## config.mk

```make
export PLATFORM = sky130hd
export DESIGN_NAME = stride_prefetcher
export DESIGN_NICKNAME = d
export VERILOG_FILES = /design/src/rtl/core/sp_pkg.sv /design/src/rtl/core/sp_front.sv /design/src/rtl/core/sp_queue.sv /design/src/rtl/core/sp_back.sv /design/src/rtl/core/stride_prefetcher.sv
export SDC_FILE = /design/constraint.sdc
export NUM_CORES = 2
export LEC_CHECK = 0
export BUFFER_PORTS_ARGS = -buffer_cell sky130_fd_sc_hd__buf_2
export CORE_MARGIN = 2
export CORE_UTILIZATION = 40
export DETAILED_ROUTE_END_ITERATION = 10
export GPL_TIMING_DRIVEN = 0
export HOLD_SLACK_MARGIN = 0.06
export PLACE_DENSITY = 0.61
export RECOVER_POWER = 25
export SYNTH_ARGS = -nofsm -noshare
export SYNTH_HDL_FRONTEND = slang
export SYNTH_SLANG_ARGS = --single-unit
```

## constraint.sdc

```tcl
create_clock -name clk_i -period 13.5 [get_ports clk_i]
set_input_delay 1.35 -clock clk_i [delete_from_list [all_inputs] [get_ports clk_i]]
set_output_delay 1.35 -clock clk_i [all_outputs]
set_load 0.01 [all_outputs]
```

## src/rtl/core/sp_pkg.sv

```systemverilog
package sp_pkg;

  // default geometry
  localparam int ADDR_BITS_DEFAULT   = 48;
  localparam int QUEUE_DEPTH_DEFAULT = 4;

  // block shift register
  localparam int              SHIFT_W           = 4;
  localparam logic [SHIFT_W-1:0] BLOCK_SHIFT_RESET = 4'd6;

  // stride confidence counter
  localparam int              CONF_W        = 2;
  localparam logic [CONF_W-1:0] CONF_RESTART  = 2'd1;
  localparam logic [CONF_W-1:0] CONF_PREFETCH = 2'd2;
  localparam logic [CONF_W-1:0] CONF_MAX      = 2'd3;

  // register port
  localparam int PADDR_W = 3;
  localparam int PDATA_W = 32;
  localparam logic [PADDR_W-3:0] REG_BLOCK_SHIFT = 1'b0;

  // per-access control that travels with the block index
  typedef struct packed {
    logic               conf_max;
    logic [SHIFT_W-1:0] shift;
  } ctl_t;

endpackage

```

## src/rtl/core/sp_front.sv

```systemverilog
module sp_front #(
  parameter int ADDR_BITS = sp_pkg::ADDR_BITS_DEFAULT
) (
  input  logic                       clk_i,
  input  logic                       rst_ni,
  input  logic [sp_pkg::SHIFT_W-1:0] block_shift_i,
  input  logic                       in_valid_i,
  output logic                       in_ready_o,
  input  logic [ADDR_BITS-1:0]       access_addr_i,
  output logic                       push_valid_o,
  input  logic                       push_ready_i,
  output logic [ADDR_BITS-1:0]       cur_o,
  output logic [ADDR_BITS:0]         stride_o,
  output sp_pkg::ctl_t               ctl_o
);

  logic                       a_valid_q, a_valid_d;
  logic [ADDR_BITS-1:0]       a_cur_q, a_cur_d;
  logic [sp_pkg::SHIFT_W-1:0] a_shift_q, a_shift_d;

  logic                       seen_q;
  logic [ADDR_BITS-1:0]       prev_block_q;
  logic [ADDR_BITS:0]         prev_stride_q;
  logic [sp_pkg::CONF_W-1:0]  conf_q, conf_d;

  logic [ADDR_BITS:0] stride;
  logic               produce;
  logic               consume;
  logic               accept;

  always_comb begin
    stride = {1'b0, a_cur_q} - {1'b0, prev_block_q};
    if (stride == prev_stride_q) begin
      conf_d = (conf_q == sp_pkg::CONF_MAX) ? conf_q : conf_q + 2'd1;
    end else begin
      conf_d = sp_pkg::CONF_RESTART;
    end
    produce = seen_q && (conf_d >= sp_pkg::CONF_PREFETCH) && (stride != '0);
    consume = a_valid_q && (!produce || push_ready_i);
    accept  = in_valid_i && in_ready_o;
  end

  assign in_ready_o   = !a_valid_q || consume;
  assign push_valid_o = a_valid_q && produce;
  assign cur_o        = a_cur_q;
  assign stride_o     = stride;
  assign ctl_o        = '{conf_max: (conf_d == sp_pkg::CONF_MAX), shift: a_shift_q};

  always_comb begin
    a_valid_d = a_valid_q;
    a_cur_d   = a_cur_q;
    a_shift_d = a_shift_q;
    if (accept) begin
      a_valid_d = 1'b1;
      a_cur_d   = access_addr_i >> block_shift_i;
      a_shift_d = block_shift_i;
    end else if (consume) begin
      a_valid_d = 1'b0;
    end
  end

  always_ff @(posedge clk_i or negedge rst_ni) begin
    if (!rst_ni) begin
      a_valid_q <= 1'b0;
    end else begin
      a_valid_q <= a_valid_d;
    end
  end

  always_ff @(posedge clk_i) begin
    a_cur_q   <= a_cur_d;
    a_shift_q <= a_shift_d;
  end

  // stream history
  always_ff @(posedge clk_i or negedge rst_ni) begin
    if (!rst_ni) begin
      seen_q        <= 1'b0;
      prev_block_q  <= '0;
      prev_stride_q <= '0;
      conf_q        <= '0;
    end else if (consume) begin
      seen_q       <= 1'b1;
      prev_block_q <= a_cur_q;
      if (seen_q) begin
        prev_stride_q <= stride;
        conf_q        <= conf_d;
      end
    end
  end

endmodule

```

## src/rtl/core/sp_queue.sv

```systemverilog
module sp_queue #(
  parameter int WIDTH = 8,
  parameter int DEPTH = sp_pkg::QUEUE_DEPTH_DEFAULT
) (
  input  logic             clk_i,
  input  logic             rst_ni,
  input  logic             push_valid_i,
  output logic             push_ready_o,
  input  logic [WIDTH-1:0] push_data_i,
  output logic             pop_valid_o,
  input  logic             pop_ready_i,
  output logic [WIDTH-1:0] pop_data_o
);

  localparam int PTR_W = $clog2(DEPTH);
  localparam int CNT_W = $clog2(DEPTH + 1);

  logic [WIDTH-1:0] entries_q [DEPTH];
  logic [PTR_W-1:0] wr_ptr_q, wr_ptr_d;
  logic [PTR_W-1:0] rd_ptr_q, rd_ptr_d;
  logic [CNT_W-1:0] count_q, count_d;
  logic             push;
  logic             pop;

  assign push_ready_o = (count_q != CNT_W'(DEPTH));
  assign pop_valid_o  = (count_q != '0);
  assign pop_data_o   = entries_q[rd_ptr_q];
  assign push         = push_valid_i && push_ready_o;
  assign pop          = pop_valid_o && pop_ready_i;

  always_comb begin
    wr_ptr_d = wr_ptr_q;
    rd_ptr_d = rd_ptr_q;
    count_d  = count_q;
    if (push) begin
      wr_ptr_d = (wr_ptr_q == PTR_W'(DEPTH - 1)) ? '0 : wr_ptr_q + 1'b1;
    end
    if (pop) begin
      rd_ptr_d = (rd_ptr_q == PTR_W'(DEPTH - 1)) ? '0 : rd_ptr_q + 1'b1;
    end
    if (push && !pop) begin
      count_d = count_q + 1'b1;
    end else if (pop && !push) begin
      count_d = count_q - 1'b1;
    end
  end

  always_ff @(posedge clk_i or negedge rst_ni) begin
    if (!rst_ni) begin
      wr_ptr_q <= '0;
      rd_ptr_q <= '0;
      count_q  <= '0;
    end else begin
      wr_ptr_q <= wr_ptr_d;
      rd_ptr_q <= rd_ptr_d;
      count_q  <= count_d;
    end
  end

  always_ff @(posedge clk_i) begin
    if (push) begin
      entries_q[wr_ptr_q] <= push_data_i;
    end
  end

endmodule

```

## src/rtl/core/sp_back.sv

```systemverilog
module sp_back #(
  parameter int ADDR_BITS = sp_pkg::ADDR_BITS_DEFAULT
) (
  input  logic                   clk_i,
  input  logic                   rst_ni,
  input  logic                   pop_valid_i,
  output logic                   pop_ready_o,
  input  logic [ADDR_BITS-1:0]   cur_i,
  input  logic [ADDR_BITS:0]     stride_i,
  input  sp_pkg::ctl_t           ctl_i,
  output logic                   out_valid_o,
  input  logic                   out_ready_i,
  output logic [ADDR_BITS+1:0]   prefetch_addr_o,
  output logic                   last_of_run_o
);

  localparam int TGT_W = ADDR_BITS + 2;

  // magnitude stage
  logic                 x1_valid_q;
  logic [ADDR_BITS-1:0] x1_cur_q;
  logic [ADDR_BITS-1:0] x1_mag_q;
  logic                 x1_neg_q;
  sp_pkg::ctl_t         x1_ctl_q;

  // target stage
  logic                       x2_valid_q;
  logic [TGT_W-1:0]           x2_tgt0_q;
  logic [TGT_W-1:0]           x2_tgt1_q;
  logic                       x2_ok0_q;
  logic                       x2_ok1_q;
  logic [sp_pkg::SHIFT_W-1:0] x2_shift_q;

  // output stage
  logic             out_valid_q;
  logic [TGT_W-1:0] addr_q;
  logic [TGT_W-1:0] addr1_q;
  logic             second_q;

  logic             out_last_take;
  logic             out_free;
  logic             x2_adv;
  logic             x2_ready;
  logic             x1_adv;
  logic             x1_ready;
  logic             pop;
  logic [ADDR_BITS:0]   neg_stride;
  logic [ADDR_BITS-1:0] mag;
  logic [TGT_W-1:0]     sum1;
  logic [TGT_W-1:0]     sum2;
  logic [ADDR_BITS:0]   dif1;
  logic [TGT_W-1:0]     dif2;
  logic [TGT_W-1:0]     tgt0;
  logic [TGT_W-1:0]     tgt1;
  logic                 ok0;
  logic                 ok1;

  // handshake chain
  always_comb begin
    out_last_take = out_valid_q && out_ready_i && !second_q;
    out_free      = !out_valid_q || out_last_take;
    x2_adv        = x2_valid_q && (out_free || !x2_ok0_q);
    x2_ready      = !x2_valid_q || x2_adv;
    x1_adv        = x1_valid_q && x2_ready;
    x1_ready      = !x1_valid_q || x1_adv;
    pop           = pop_valid_i && x1_ready;
  end

  assign pop_ready_o = x1_ready;

  // stride magnitude
  always_comb begin
    neg_stride = ~stride_i + 1'b1;
    mag        = stride_i[ADDR_BITS] ? neg_stride[ADDR_BITS-1:0] : stride_i[ADDR_BITS-1:0];
  end

  // one and two strides ahead, either direction
  always_comb begin
    sum1 = {2'b00, x1_cur_q} + {2'b00, x1_mag_q};
    sum2 = {2'b00, x1_cur_q} + {1'b0, x1_mag_q, 1'b0};
    dif1 = {1'b0, x1_cur_q} - {1'b0, x1_mag_q};
    dif2 = {2'b00, x1_cur_q} - {1'b0, x1_mag_q, 1'b0};
    if (x1_neg_q) begin
      ok0  = !dif1[ADDR_BITS];
      ok1  = x1_ctl_q.conf_max && !dif1[ADDR_BITS] && !dif2[TGT_W-1];
      tgt0 = {2'b00, dif1[ADDR_BITS-1:0]};
      tgt1 = {2'b00, dif2[ADDR_BITS-1:0]};
    end else begin
      ok0  = 1'b1;
      ok1  = x1_ctl_q.conf_max;
      tgt0 = sum1;
      tgt1 = sum2;
    end
  end

  always_ff @(posedge clk_i or negedge rst_ni) begin
    if (!rst_ni) begin
      x1_valid_q  <= 1'b0;
      x2_valid_q  <= 1'b0;
      out_valid_q <= 1'b0;
      second_q    <= 1'b0;
    end else begin
      if (pop) begin
        x1_valid_q <= 1'b1;
      end else if (x1_adv) begin
        x1_valid_q <= 1'b0;
      end
      if (x1_adv) begin
        x2_valid_q <= 1'b1;
      end else if (x2_adv) begin
        x2_valid_q <= 1'b0;
      end
      if (x2_adv && x2_ok0_q) begin
        out_valid_q <= 1'b1;
        second_q    <= x2_ok1_q;
      end else if (out_valid_q && out_ready_i && second_q) begin
        second_q <= 1'b0;
      end else if (out_last_take) begin
        out_valid_q <= 1'b0;
      end
    end
  end

  always_ff @(posedge clk_i) begin
    if (pop) begin
      x1_cur_q <= cur_i;
      x1_mag_q <= mag;
      x1_neg_q <= stride_i[ADDR_BITS];
      x1_ctl_q <= ctl_i;
    end
    if (x1_adv) begin
      x2_tgt0_q  <= tgt0;
      x2_tgt1_q  <= tgt1;
      x2_ok0_q   <= ok0;
      x2_ok1_q   <= ok1;
      x2_shift_q <= x1_ctl_q.shift;
    end
    if (x2_adv && x2_ok0_q) begin
      addr_q  <= x2_tgt0_q << x2_shift_q;
      addr1_q <= x2_tgt1_q << x2_shift_q;
    end else if (out_valid_q && out_ready_i && second_q) begin
      addr_q <= addr1_q;
    end
  end

  assign out_valid_o     = out_valid_q;
  assign prefetch_addr_o = addr_q;
  assign last_of_run_o   = !second_q;

  a_second_needs_valid: assert property (@(posedge clk_i) disable iff (!rst_ni)
    second_q |-> out_valid_q)
    else $error("second prefetch pending without a valid beat");

  a_far_needs_near: assert property (@(posedge clk_i) disable iff (!rst_ni)
    (x2_valid_q && x2_ok1_q) |-> x2_ok0_q)
    else $error("two-ahead target kept while one-ahead target dropped");

  a_second_follows: assert property (@(posedge clk_i) disable iff (!rst_ni)
    (out_valid_q && out_ready_i && second_q) |=> (out_valid_q && !second_q))
    else $error("second prefetch of a run lost after first beat");

endmodule

```

## src/rtl/core/stride_prefetcher.sv

```systemverilog
// single-stream stride prefetcher: every access beat on the input channel is reduced to a
// block index (address >> block_shift) and compared with the previous block; a repeated
// stride builds confidence (saturating at three), a new stride restarts it at one. once
// confidence reaches two with a nonzero stride, the block one stride ahead is issued as a
// block-aligned byte address, and at three the block two strides ahead follows; targets
// that would fall below block zero are dropped, and last_of_run_o marks the final beat of
// each access. one access is accepted per cycle while the queue has room; an access that
// yields two prefetches holds the output for two beats, so a stream at full confidence is
// paced by the output port, with the queue between front and back absorbing bursts. an
// accepted access passes capture, classification into the queue, magnitude, targets and
// the output register before its first prefetch beat. block_shift is written over the
// register port at byte address 0 and is only to be changed while no access is in flight
module stride_prefetcher #(
  parameter int ADDR_BITS   = sp_pkg::ADDR_BITS_DEFAULT,
  parameter int QUEUE_DEPTH = sp_pkg::QUEUE_DEPTH_DEFAULT
) (
  input  logic                       clk_i,
  input  logic                       rst_ni,
  // register port
  input  logic                       psel,
  input  logic                       penable,
  input  logic                       pwrite,
  input  logic [sp_pkg::PADDR_W-1:0] paddr,
  input  logic [sp_pkg::PDATA_W-1:0] pwdata,
  output logic [sp_pkg::PDATA_W-1:0] prdata,
  output logic                       pready,
  // access channel
  input  logic                       in_valid_i,
  output logic                       in_ready_o,
  input  logic [ADDR_BITS-1:0]       access_addr_i,
  // prefetch channel
  output logic                       out_valid_o,
  input  logic                       out_ready_i,
  output logic [ADDR_BITS+1:0]       prefetch_addr_o,
  output logic                       last_of_run_o
);

  // queue entry: block index, signed stride, control
  localparam int CTL_W   = $bits(sp_pkg::ctl_t);
  localparam int ENTRY_W = ADDR_BITS + (ADDR_BITS + 1) + CTL_W;

  logic [sp_pkg::SHIFT_W-1:0] block_shift_q;
  logic                       sel_block_shift;
  logic                       cfg_write;

  logic                 push_valid;
  logic                 push_ready;
  logic [ADDR_BITS-1:0] front_cur;
  logic [ADDR_BITS:0]   front_stride;
  sp_pkg::ctl_t         front_ctl;
  logic [ENTRY_W-1:0]   push_data;

  logic                 pop_valid;
  logic                 pop_ready;
  logic [ENTRY_W-1:0]   pop_data;
  logic [ADDR_BITS-1:0] back_cur;
  logic [ADDR_BITS:0]   back_stride;
  sp_pkg::ctl_t         back_ctl;

  // register port: word index in the upper address bits, zero-wait
  assign sel_block_shift = (paddr[sp_pkg::PADDR_W-1:2] == sp_pkg::REG_BLOCK_SHIFT);
  assign cfg_write       = psel && penable && pwrite && pready && sel_block_shift;
  assign pready          = 1'b1;
  assign prdata          = sel_block_shift ?
                           {{(sp_pkg::PDATA_W - sp_pkg::SHIFT_W){1'b0}}, block_shift_q} : '0;

  always_ff @(posedge clk_i or negedge rst_ni) begin
    if (!rst_ni) begin
      block_shift_q <= sp_pkg::BLOCK_SHIFT_RESET;
    end else if (cfg_write) begin
      block_shift_q <= pwdata[sp_pkg::SHIFT_W-1:0];
    end
  end

  // front: capture, stride classification and stream history
  sp_front #(
    .ADDR_BITS (ADDR_BITS)
  ) u_front (
    .clk_i         (clk_i),
    .rst_ni        (rst_ni),
    .block_shift_i (block_shift_q),
    .in_valid_i    (in_valid_i),
    .in_ready_o    (in_ready_o),
    .access_addr_i (access_addr_i),
    .push_valid_o  (push_valid),
    .push_ready_i  (push_ready),
    .cur_o         (front_cur),
    .stride_o      (front_stride),
    .ctl_o         (front_ctl)
  );

  // only accesses that reach prefetch confidence with a nonzero stride enter the queue
  assign push_data = {front_cur, front_stride, front_ctl};

  sp_queue #(
    .WIDTH (ENTRY_W),
    .DEPTH (QUEUE_DEPTH)
  ) u_queue (
    .clk_i        (clk_i),
    .rst_ni       (rst_ni),
    .push_valid_i (push_valid),
    .push_ready_o (push_ready),
    .push_data_i  (push_data),
    .pop_valid_o  (pop_valid),
    .pop_ready_i  (pop_ready),
    .pop_data_o   (pop_data)
  );

  assign back_cur    = pop_data[ENTRY_W-1 -: ADDR_BITS];
  assign back_stride = pop_data[CTL_W +: (ADDR_BITS + 1)];
  assign back_ctl    = sp_pkg::ctl_t'(pop_data[CTL_W-1:0]);

  // back: target arithmetic and beat sequencing
  sp_back #(
    .ADDR_BITS (ADDR_BITS)
  ) u_back (
    .clk_i           (clk_i),
    .rst_ni          (rst_ni),
    .pop_valid_i     (pop_valid),
    .pop_ready_o     (pop_ready),
    .cur_i           (back_cur),
    .stride_i        (back_stride),
    .ctl_i           (back_ctl),
    .out_valid_o     (out_valid_o),
    .out_ready_i     (out_ready_i),
    .prefetch_addr_o (prefetch_addr_o),
    .last_of_run_o   (last_of_run_o)
  );

endmodule

```

==> summary.md <==
| Metric | Value |
|---|---|
| Status | complete, but fails checks |
| Violated checks | capacitance limit, slew limit |
| WS Path Type | reg2reg |
| IO buf count | 116 |
| WL/cell | 25.4 um |
| Hold Worst Slack | ~0.5 ns |
| CTS clk-pin slew, worst paths | approximately 0.060 ns |
| Clk_skew | 0.0786 ns |
| Synth Instances | roughly 5000 |
| Final estimated routing congestion in global placement | 1.03 |
| GRT overflow | 0 |
| Yosys warns | 0 |
| CTS tree | done |
| Worst-Margin Slew | between 4 and 5 ns |
| Largest net degree at the start of global routing | 70 |
| Min Tclk post-route | around 9 ns |
| Post-synth EDFFs | 767 |
| Period utilization | 68.1% |
| # Post-CTS Setup Buffers | 0 |
| CTS resizes | 0 |
| Worst R2R Setup Slack | 4.31 ns |
| WL final | 180000 um |
| First drt pass iteration count | 6 |
| Fill cells | 12500 |
| Cts bufs inserted | 94 |
| Num ports | 176 |
| Max-capacitance violation count | 4 |
| Hold Path Class | reg2reg |
| Arr. time, crit path | 9.61 ns |
| Worst-path fanout max | 11 |
| Htree depth | 3 |
| Std cell rows | 135 |
| Fraction of registers with async set/reset | 13.1% |
| Startpoint types | flop |
| Core Area | 0.136 mm2 |
| CTS max path bufs | 3 |
| Dpl ws | 4.37 ns |
| Die X | 375 um |
| Die H | approximately 370 um |
| Detail Placement HPWL | 143000 um |
| Via-to-Cell Ratio | 5.98 |
| Initial core utilization | 40.4% |
| Most common cell after layout, fill and taps aside | edfxtp_1 |
| Commonest non-fill, non-tap cells in the layout | 767 x edfxtp_1, 385 x nand2_1, 381 x a21oi_1 |
| Synth cell types | 96 |
| Final setup margin | 4.31 ns |
| Initial DRC count | roughly 4400 |
| Worst skew pair latency | 0.75 ns |
| Crit path required time | 13.92 ns |
| Fraction of layout cells with a size suffix above 1 | 13.7% |
| FF+latch count, synth | a little under 900 |
| Post-route antenna net violation count | 0 |
| Slew HR | -173% |
| Register area share after synthesis | 47.2% |
| First-pass GRT wire length | about 260000 um |
| Final setup fails | 0 |
| CTS Hold Bufs | 0 |
| Top FF cell, synth | edfxtp_1 |
| Number of remaining DRC errors | 0 |
| P&R area growth vs syn | 12.6% |
| # nets final | 5542 |
| Vias in the first global route | between 40000 and 50000 |
| Fin. max-slew vios | about 190 |
| Mapped Area | 0.0549 mm2 |
| RSZ-0062 raised after global routing | false |
| Die footprint | between 0.1 and 0.15 mm2 |
| Cell total after placement | 6885 |
| Fin. Hold Viols | 0 |
| Achievable Freq | 0.109 GHz |
| Crit path capture type | flop |
| Post-route insts no fill | 7061 |
| CTS root buf | clkbuf_16 |
| Total GRT Usage | 25.0% |
| Initial antenna violation count | 8 |
| Vias post-DR | 42200 |
| # clock sinks | a little under 900 |
| Avg Cell Area, Syn | approximately 11 um2 |
through the flow:
| step | utilization [%] | instance area, um2 | setup TNS, ns |
|---|---|---|---|
| after floorplan | - | 55000 | 0 |
| after global placement | 42.5 | 57900 | -3794.88 |
| after detailed placement | 43.2 | 58800 | 0 |
| after CTS | 45.6 | 61900 | 0 |
| after global routing | 45.5 | 61900 | 0 |
| final | 45.5 | 61900 | 0 |
critical path, stage by stage (launching register included):
cell and delay, ns:
edfxtp_1 0.74, inv_1 0.18, fa_1 0.48, nor2b_1 0.27
o211a_1 0.27, o21ai_1 0.25, o41ai_1 0.93, o21ai_0 0.18
a211oi_1 1.09, xnor2_1 0.25, nand4b_1 0.13, or4b_2 0.61
nor4_1 0.70, nand4_1 0.72, nor3b_2 0.91, buf_6 0.24
buf_6 0.18, buf_6 0.19, buf_6 0.19, buf_6 0.19
buf_8 0.16
path summary, 6_finish.rpt:
| path | from | to | cells past startpoint |
|---|---|---|---|
| max in group asynchronous | rst_ni | u_queue.count_q[1] | 2 |
| min in group asynchronous | rst_ni | u_front.prev_block_q[17] | 1 |
| worst min-delay path | u_queue.count_q[2] | u_queue.count_q[2] | 1 |
| worst max-delay path | u_front.cur_o[1] | u_queue.entries_q[1][94] | 20 |
| worst min register to register | u_queue.count_q[2] | u_queue.count_q[2] | 1 |
| worst max register to register | u_front.cur_o[1] | u_queue.entries_q[1][94] | 20 |
layout make-up:
cell class	count	area, um2	share of cell area [%]
Buffer	309	1310	2.12
Timing Repair Buffer	180	1310	2.12
Antenna cell	3	7.51	0.0121
Multi-Input combinational cell	3477	26900	43.5
Sequential cell	883	25900	41.9
Clock inverter	62	716	1.16
Inverter	256	961	1.55
Clock buffer	110	2450	3.97
Tap cell	1781	2230	3.60
state kept, by name (all words and copies together), names as in the netlist, 3 cells and up:
signal,count
block_shift_q,4
u_back.addr1_q,50
u_back.prefetch_addr_o,50
u_back.x1_ctl_q,5
u_back.x1_cur_q,48
u_back.x1_mag_q,48
u_back.x2_shift_q,4
u_back.x2_tgt0_q,49
u_back.x2_tgt1_q,50
u_front.a_shift_q,4
u_front.cur_o,48
u_front.prev_block_q,48
u_front.prev_stride_q,49
u_queue.count_q,3
u_queue.entries_q,408
synth_stat cells (26+ instances only):
cell type,count,share of area (%)
edfxtp_1,767,42
nand2_1,386,2.6
a21oi_1,382,3.5
nor2_1,354,2.4
inv_1,252,1.7
ha_1,245,5.6
o21ai_0,245,2.2
mux4_2,235,9.6
clkbuf_1,215,1.5
xnor2_1,140,2.2
dfrtp_1,114,5.2
nor3_1,112,1.0
mux2i_1,105,1.9
a31oi_1,94,1.1
and2_1,91,1.0
a211oi_1,72,0.98
nand4_1,63,0.72
xor2_1,60,0.96
nand3_1,59,0.54
a21o_1,58,0.79
mux2_2,57,1.2
o21bai_1,55,0.75
nor4_1,50,0.57
buf_1,46,0.31
o31ai_1,44,0.60
nand2b_1,42,0.48
nor2b_1,42,0.48
o211ai_1,31,0.42
buf_4,29,0.40
or3_1,26,0.30
per-layer routing:
layer	GRT usage, %	part of all wire [%]	routed length (um)
met3	3.40	6.9	12400
met2	40.8	46	83500
met5	0	0	0
met1	33.2	42	74900
met4	10.9	4.9	8720
cell families (layout without fill, tap and decap cells):
logic type,after synthesis,after routing,synth area share [%]
simple gates,1328,1328,11.6
compound gates,1243,1243,14.4
flops,883,883,47.2
buf+inv,565,917,4.14
mux,416,416,13.2
fa+ha+maj,251,251,5.80
xor+xnor,210,210,3.61
other cells,2,32,0.0137
Power is left out: the tool's default activity adds up to more than one toggle a clock period on the data nets, which glitch-free logic cannot reach.
